$ cat src/rtl/vt2a_pkg.sv
// ----------------------------------------------------------------------------
// VT52 to ANSI translator package
// Shared character codes, the escape phase type and the decimal digit helpers.
// ----------------------------------------------------------------------------
package vt2a_pkg;

    localparam int unsigned MAX_SEQ   = 8;
    localparam int unsigned SEQ_IDX_W = $clog2(MAX_SEQ);
    localparam int unsigned SEQ_LEN_W = $clog2(MAX_SEQ + 1);

    localparam logic [6:0] CH_ESC      = 7'h1B;
    localparam logic [6:0] CH_LBRACKET = 7'h5B;
    localparam logic [6:0] CH_SLASH    = 7'h2F;
    localparam logic [6:0] CH_SEMI     = 7'h3B;
    localparam logic [6:0] CH_ZERO     = 7'h30;
    localparam logic [6:0] CH_A        = 7'h41;
    localparam logic [6:0] CH_B        = 7'h42;
    localparam logic [6:0] CH_C        = 7'h43;
    localparam logic [6:0] CH_D        = 7'h44;
    localparam logic [6:0] CH_H        = 7'h48;
    localparam logic [6:0] CH_I        = 7'h49;
    localparam logic [6:0] CH_J        = 7'h4A;
    localparam logic [6:0] CH_K        = 7'h4B;
    localparam logic [6:0] CH_M        = 7'h4D;
    localparam logic [6:0] CH_Y        = 7'h59;
    localparam logic [6:0] CH_Z        = 7'h5A;
    localparam logic [6:0] CH_LOW_LO   = 7'h60;
    localparam logic [6:0] CH_LOW_HI   = 7'h7E;
    localparam logic [6:0] COORD_BIAS  = 7'h1F;

    // Escape phase, one-hot.
    typedef enum logic [3:0] {
        PH_IDLE = 4'b0001,
        PH_ESC  = 4'b0010,
        PH_ROW  = 4'b0100,
        PH_COL  = 4'b1000
    } phase_t;

    // Coordinate from an address byte, clamped at zero.
    function automatic logic [6:0] coord_of(input logic [6:0] b);
        coord_of = (b >= COORD_BIAS) ? (b - COORD_BIAS) : 7'd0;
    endfunction

    // Tens digit of a value below 128: multiply by 205/2048, exact below 1029.
    function automatic logic [3:0] tens_of(input logic [6:0] v);
        logic [14:0] prod;
        prod    = 15'(v) * 15'd205;
        tens_of = prod[14:11];
    endfunction

    function automatic logic [7:0] tens_char(input logic [6:0] v);
        tens_char = {1'b0, CH_ZERO + 7'(tens_of(v))};
    endfunction

    function automatic logic [7:0] ones_char(input logic [6:0] v);
        logic [6:0] ten_mult;
        ten_mult  = 7'(tens_of(v)) * 7'd10;
        ones_char = {1'b0, CH_ZERO + (v - ten_mult)};
    endfunction

endpackage

$ cat src/rtl/vt52_to_ansi_translator_core.sv
// ----------------------------------------------------------------------------
// VT52 to ANSI translator core
// Rewrites a host byte stream of VT52 escapes into ANSI escapes, one byte out
// per cycle while the output is not stalled.
// ----------------------------------------------------------------------------
// An accepted item is one host byte, of which only the low 7 bits count. Each
// item causes zero to eight result items, delivered in order on the output
// channel one per cycle while out_stall is low, with last set on the final
// one. Printable bytes from 0x60 to 0x7E leave with bit 7 set and other plain
// bytes pass unchanged. ESC A, B, C, D, H, J and K become ESC [ letter, ESC I
// becomes ESC [ M, and ESC Y row col becomes ESC [ rr ; cc H with two decimal
// digits each, where a coordinate is the byte minus 31, clamped at zero. ESC Z
// produces the identify reply ESC / Z with to_host set; every other escape
// letter is silently dropped. A plain byte causes one result, a short escape
// three and a cursor address eight; the output port carries one byte per cycle
// while out_stall is low. A plain byte stream runs at one item per cycle while
// the output is not stalled. An accepted item passes the input register and
// then the expansion buffer before its first result is offered.
module vt52_to_ansi_translator_core (
    input  logic       clk,
    input  logic       rst_n,
    input  logic [7:0] in_byte,
    input  logic       in_valid,
    output logic       in_stall,
    output logic [7:0] out_byte,
    output logic       to_host,
    output logic       last,
    output logic       out_valid,
    input  logic       out_stall
);
    import vt2a_pkg::*;

    // Input register.
    logic       in_valid_reg, in_valid_next;
    logic [6:0] in_char_reg;

    // Escape state.
    phase_t     phase_reg, phase_next;
    logic [6:0] row_reg, row_next;

    // Expansion buffer: the bytes of the current item and a read pointer.
    logic [7:0]           seq_reg [MAX_SEQ];
    logic                 host_reg;
    logic [SEQ_LEN_W-1:0] len_reg, len_next;
    logic [SEQ_IDX_W-1:0] idx_reg, idx_next;

    // Decoded expansion of the byte in the input register.
    logic [7:0]           dec_seq [MAX_SEQ];
    logic                 dec_host;
    logic [SEQ_LEN_W-1:0] dec_len;
    logic [6:0]           col;

    logic busy, taking, finishing, buf_free, process, in_take;

    // The buffer is busy while it holds bytes not yet delivered. It can take
    // a new expansion when empty or when its final byte leaves this cycle.
    assign busy      = (len_reg != '0);
    assign taking    = busy && !out_stall;
    assign finishing = taking && last;
    assign buf_free  = !busy || finishing;
    assign process   = in_valid_reg && buf_free;

    // The input register frees up whenever its byte moves on.
    assign in_stall  = in_valid_reg && !buf_free;
    assign in_take   = in_valid && !in_stall;

    assign out_valid = busy;
    assign out_byte  = seq_reg[idx_reg];
    assign to_host   = host_reg;
    assign last      = ({1'b0, idx_reg} == (len_reg - SEQ_LEN_W'(1)));

    assign col = coord_of(in_char_reg);

    // Escape decoder: state update and the bytes to send.
    always_comb
    begin
        phase_next = phase_reg;
        row_next   = row_reg;
        dec_host   = 1'b0;
        dec_len    = '0;
        for (int i = 0; i < MAX_SEQ; i++)
        begin
            dec_seq[i] = 8'h00;
        end
        unique case (phase_reg)
            PH_IDLE:
            begin
                if (in_char_reg == CH_ESC)
                begin
                    phase_next = PH_ESC;
                end
                else
                begin
                    dec_seq[0] = {(in_char_reg >= CH_LOW_LO) && (in_char_reg <= CH_LOW_HI),
                                  in_char_reg};
                    dec_len    = SEQ_LEN_W'(1);
                end
            end
            PH_ESC:
            begin
                phase_next = PH_IDLE;
                case (in_char_reg) inside
                    CH_A, CH_B, CH_C, CH_D, CH_H, CH_J, CH_K, CH_I:
                    begin
                        dec_seq[0] = {1'b0, CH_ESC};
                        dec_seq[1] = {1'b0, CH_LBRACKET};
                        dec_seq[2] = {1'b0, (in_char_reg == CH_I) ? CH_M : in_char_reg};
                        dec_len    = SEQ_LEN_W'(3);
                    end
                    CH_Y:
                    begin
                        phase_next = PH_ROW;
                    end
                    CH_Z:
                    begin
                        dec_seq[0] = {1'b0, CH_ESC};
                        dec_seq[1] = {1'b0, CH_SLASH};
                        dec_seq[2] = {1'b0, CH_Z};
                        dec_host   = 1'b1;
                        dec_len    = SEQ_LEN_W'(3);
                    end
                    default:
                    begin
                        phase_next = PH_IDLE;
                    end
                endcase
            end
            PH_ROW:
            begin
                row_next   = coord_of(in_char_reg);
                phase_next = PH_COL;
            end
            PH_COL:
            begin
                dec_seq[0] = {1'b0, CH_ESC};
                dec_seq[1] = {1'b0, CH_LBRACKET};
                dec_seq[2] = tens_char(row_reg);
                dec_seq[3] = ones_char(row_reg);
                dec_seq[4] = {1'b0, CH_SEMI};
                dec_seq[5] = tens_char(col);
                dec_seq[6] = ones_char(col);
                dec_seq[7] = {1'b0, CH_H};
                dec_len    = SEQ_LEN_W'(MAX_SEQ);
                phase_next = PH_IDLE;
            end
            default:
            begin
                phase_next = PH_IDLE;
            end
        endcase
    end

    always_comb
    begin
        in_valid_next = in_valid_reg;
        if (in_take)
        begin
            in_valid_next = 1'b1;
        end
        else if (process)
        begin
            in_valid_next = 1'b0;
        end
    end

    always_comb
    begin
        len_next = len_reg;
        idx_next = idx_reg;
        if (process)
        begin
            len_next = dec_len;
            idx_next = '0;
        end
        else if (finishing)
        begin
            len_next = '0;
            idx_next = '0;
        end
        else if (taking)
        begin
            idx_next = idx_reg + SEQ_IDX_W'(1);
        end
    end

    always_ff @(posedge clk or negedge rst_n)
    begin
        if (!rst_n)
        begin
            in_valid_reg <= 1'b0;
            phase_reg    <= PH_IDLE;
            row_reg      <= '0;
            len_reg      <= '0;
            idx_reg      <= '0;
        end
        else
        begin
            in_valid_reg <= in_valid_next;
            len_reg      <= len_next;
            idx_reg      <= idx_next;
            if (process)
            begin
                phase_reg <= phase_next;
                row_reg   <= row_next;
            end
        end
    end

    // Payload registers.
    always_ff @(posedge clk)
    begin
        if (in_take)
        begin
            in_char_reg <= in_byte[6:0];
        end
        if (process)
        begin
            host_reg <= dec_host;
            for (int i = 0; i < MAX_SEQ; i++)
            begin
                seq_reg[i] <= dec_seq[i];
            end
        end
    end

endmodule

$ cat config.mk
export PLATFORM = sky130hd
export DESIGN_NAME = vt52_to_ansi_translator_core
export DESIGN_NICKNAME = d
export VERILOG_FILES = /design/src/rtl/vt2a_pkg.sv /design/src/rtl/vt52_to_ansi_translator_core.sv
export SDC_FILE = /design/constraint.sdc
export NUM_CORES = 1
export LEC_CHECK = 0
export BUFFER_PORTS_ARGS = -buffer_cell sky130_fd_sc_hd__buf_2
export CAP_MARGIN = 20
export CORE_UTILIZATION = 53
export DETAILED_ROUTE_END_ITERATION = 12
export PLACE_DENSITY = 0.74
export SLEW_MARGIN = 20
export SYNTH_ARGS = -nofsm -noshare
export SYNTH_HDL_FRONTEND = slang
export SYNTH_SLANG_ARGS = --single-unit
$ cat constraint.sdc
create_clock -name clk -period 9.4 [get_ports clk]
set_input_delay 0.94 -clock clk [delete_from_list [all_inputs] [get_ports clk]]
set_output_delay 0.94 -clock clk [all_outputs]
set_load 0.02 [all_outputs]
* Word-level counts from Yosys, hierarchy flattened
Memories as Yosys holds them, arrays and structs flattened.
Cells that the tools add are included.
** Cells by class
- Add/sub/neg operators :: 9
- Multipliers :: 4
- Magnitude comparators :: 3
- Equal/unequal tests :: 17
- Muxes and demuxes :: 28
- Bitwise operators :: 1
- Reduce and logical (&&, ||, !) cells :: 19
** Operator list (count)
- 7-bit equality test, second input constant :: 10
- 21-bit two-way mux :: 3
- 39-bit two-way mux :: 1
- 16-bit one-hot mux with 2 select lines :: 1
- 7-bit by 8-bit multiplier with 15-bit output, second input constant :: 2
- 4-bit one-hot mux with 3 select lines :: 2
- 8-bit one-hot mux with 3 select lines :: 1
- 4-bit two-way mux :: 4
- 3-bit two-way mux :: 5
- 6-bit by 4-bit adder with 7-bit output, first input constant :: 2
- 6-bit by 7-bit adder with 7-bit output, first input constant :: 2
- 7-bit two-way mux :: 2
- 7-bit subtractor :: 2
- 4-bit by 3-bit multiplier with 6-bit output, second input constant :: 2
- 10-bit OR reduction :: 1
- 8-bit two-way mux :: 1
- 8-bit OR reduction :: 1
- 7-bit by 5-bit equality test with 1-bit output, second input constant :: 1
- 7-bit by 5-bit >= comparator with 1-bit output, second input constant :: 1
- 7-bit >= comparator, second input constant :: 1
- 7-bit <= comparator, second input constant :: 1
- 7-bit by 5-bit subtractor with 7-bit output, second input constant :: 1
- 1-bit logical AND :: 6
- 1-bit two-way mux :: 6
- 16 further kinds :: 22
** Storage, ports and cells
- Bits in registers :: 27
- RAM bits :: 64
- Bits of input ports :: 12
- Word-level logic and storage cells :: 89
- Memories kept :: 1
** Memories
- seq_reg :: words 8, width 8, rd ports 1, clocked after memory_dff 0, wr ports 8, line vt52_to_ansi_translator_core.sv:42 : logic [7:0] seq_reg [MAX_SEQ];

* Longest topological paths before layout
- Depth after elaboration :: 9
- Depth in mapped cells :: 32
- Gate-level depth less buffers :: 31

* Worst setup path before layout
Ideal clock, no wire load.
- Path kind :: register -> register
- Start point :: reg in_char_reg[0]
- End point :: mem seq_reg[6][6] (data pin)
- Setup time :: 0.266 ns
- Arrival time :: 6.722 ns
- Path slack :: 2.412 ns
- Cell stages (with the launch flop) :: 32
- Buffers on the path :: 1
- Period minus slack after synthesis :: 6.988 ns
- Cells stage by stage :: edfxtp_1 > ha_1 > clkbuf_1 > and4_1 > nor3_1 > and2_1 > nor2_1 > ha_1 > inv_1 > fa_1 > inv_1 > ha_1 > inv_1 > fa_1 > inv_1 > ha_1 > or4_1 > o21ai_1 > a22oi_1 > nor2_1 > xor2_1 > inv_1 > ha_1 > ha_1 > fa_1 > ha_1 > inv_1 > ha_1 > a21oi_1 > xnor3_1 > xor2_1 > nor2_1
** RTL lines
- from (decl) :: line vt52_to_ansi_translator_core.sv:35 : logic [6:0] in_char_reg;
- from (signal assigned) :: line vt52_to_ansi_translator_core.sv:214 : in_char_reg <= in_byte[6:0];
- to (decl) :: line vt52_to_ansi_translator_core.sv:42

==> impl_metrics.tcl <==
set metrics [dict create \
    status "completed" \
    ys_seq_elements 63 \
    crit_path_top_delay_cell "edfxtp_1" \
    fin_util_pct 58.7 \
    die_w_um 104 \
    synth_edf_count 45 \
    synthFlopType "edfxtp_1" \
    n_antenna_cell 0 \
    seqCellArea_um2 1800 \
    grt_overflow_total 0 \
    first_iter_violations 244 \
    dp_hpwl_um 8920 \
    hold_buffers 0 \
    clkSinkCount 63 \
    multi_input_area_um2 3430 \
    end_kind "flip-flop" \
    reg2regPathDepth 30 \
    grt.busiest_layer "met2" \
    wl_um 11000 \
    cts_made_buffers 9 \
    clk_pin_slew_ps 70 \
    syn_nets 660 \
    timing.final.ws_setup_ps 1730 \
    boundaryPins 24 \
    r2r_end "seq_reg[6][6]" \
    crit_top_cell "ha_1" \
    critical_path.max_stage_delay_ps 530 \
    critPathTopFamily "adder cells" \
    cts_setup_buffers 0 \
    cp.required_ps 9490 \
    fin_tns_setup_ps 0 \
    fin_nets 681 \
    met2_usage_pct 37.0 \
    slew_viol_final 0 \
    num_vias 3919 \
    vias_per_cell 5.63 \
    synthesis.area_um2 5560 \
    initial_core_util_pct 54.4 \
    cp_num_cells 30 \
    yosysSeqAreaShare_pct 32.4 \
    rsz0062_at_grt "false" \
    fin_area_um2 6000 \
    clock_path_buffers 2 \
    root_buffer "clkbuf_8" \
    finalCriticalPeriod_ps 7670 \
    drive_gt1_share_pct 10.9 \
    finalHoldViolCount 0 \
    ys_warn_count 0 \
    cp.arrival_ps 7760 \
    rows 37 \
    post_drt_wl_per_cell_um 15.8 \
    grt_pass1_vias 4044 \
    area_growth_pct 7.96 \
    syn_area_per_cell_um2 10.4 \
    fin_crit_sh_pct 81.6 \
    fmax_ghz 0.130 \
    ant_nets 0 \
    largest_register_ffs 37 \
    drc_errors 0 \
    relSlewSlack_pct 43.0 \
    die-area_um2 10900 \
    crit_buf_inv 6 \
    grtUsageMet1_pct 28.0 \
    grt_max_degree 43 \
    postCtsResizedCells 0 \
    met3_usage_pct 3.82 \
    clk_latency_ps 340 \
    async_flop_share_pct 28.6 \
    dp_slack_ps 1760 \
    setup.worst_path.end "seq_reg[6][6]" \
    worst_slew_pin_slew_ps 855 \
    synth_cells 534 \
    path_max_fanout 8 \
    crit_start "in_char_reg[0]" \
    yosysTopAreaCell "edfxtp_1" \
    globalplace.congestion 0.815 \
    fillers 822 \
    synthTopCellsByCount "ha_1 (94), inv_1 (68), edfxtp_1 (45)" \
    drt_pass1_iterations 5 \
    synth.most_common_cell "ha_1" \
    path_class "reg -> reg" \
    io_buffers 22 \
    ys_types 61 \
    grt_pass1_wl_um 18900 \
    skew_ps 9.16 \
    die_h_um 104 \
    synth_top_area_share_pct 24.3 \
    hp-class "reg -> reg" \
    cts_tree "built" \
    core-area_um2 10200 \
    r2r-start "in_char_reg[0]" \
    place_area_um2 5790 \
    antenna_found_initial 0 \
    synth_area_leaders "edfxtp_1 (24%), ha_1 (21%), dfrtp_1 (7.6%)" \
    grt.total_usage_pct 21.7 \
    setup_viol 0 \
    drv_cap 0 \
    worst_setup_path_start_kind "flip-flop" \
    htreeDepth 3 \
    r2r_slack_ps 1730 \
]
[worst min path at each step]
stage	startpoint	endpoint	slack, ps	cells past startpoint
final	len_reg[1]	len_reg[1]	530	2
after global routing	len_reg[1]	len_reg[1]	540	2
after CTS	len_reg[1]	len_reg[1]	530	2
after detailed placement	len_reg[1]	len_reg[1]	510	2
after global placement	len_reg[1]	len_reg[1]	510	2
after floorplan	len_reg[1]	len_reg[1]	480	2
[metal layers]
| metal | wire length [um] | vias to the layer above |
|---|---|---|
| li1 | - | 1934 |
| met1 | 5020 | 1881 |
| met2 | 5360 | 86 |
| met3 | 402 | 18 |
| met4 | 228 | 0 |
| met5 | 0 | - |
[cell type report]
| class | instances | area share (%) |
|---|---|---|
| multi-input combinational | 388 | 57.1 |
| clock buffer | 9 | 2.06 |
| sequential | 63 | 30.0 |
| tap | 136 | 2.83 |
| clock inverter | 7 | 1.58 |
| inverter | 70 | 4.46 |
| timing repair buffer | 23 | 1.96 |
[cell usage in the layout, fill, tap and decap left out, types with 9 or more instances in the layout]
| cell | synthesis | layout |
|---|---|---|
| a21o_1 | 16 | 16 |
| a21oi_1 | 24 | 24 |
| and2_1 | 12 | 12 |
| buf_2 | 0 | 22 |
| clkbuf_8 | 0 | 9 |
| dfrtp_1 | 17 | 17 |
| edfxtp_1 | 45 | 45 |
| fa_1 | 20 | 20 |
| ha_1 | 94 | 94 |
| inv_1 | 68 | 68 |
| mux2i_1 | 9 | 9 |
| nand2_1 | 26 | 26 |
| nor2_1 | 35 | 35 |
| o21ai_0 | 15 | 15 |
| xnor2_1 | 17 | 17 |
| xor2_1 | 10 | 10 |
[worst register-to-register path, delay by kind of cell, from the launching register on]
kind	cells	cell delay, ps
compound gates	3	520
xor+xnor	3	820
fa+ha+maj	11	3640
buf+inv	6	330
flops	1	530
simple gates	7	1610
[cell families after synthesis]
family	share of synthesized area [%]
AOI/OAI and AO/OA	12.6
xor gates and xnor gates	4.66
buffers and inverters	5.96
DFF	32.4
and+or+nand+nor	11.9
adders and majority gates	28.3
muxes	4.12
[stage by stage]
stage	std cells	hold slack, ps
CTS	696	527
global placement	680	514
detailed placement	680	509
global route	696	542
floorplan	534	482
finish	696	526
Power is left out: the tool's default activity adds up to more than one toggle a clock period on the data nets, which glitch-free logic cannot reach.
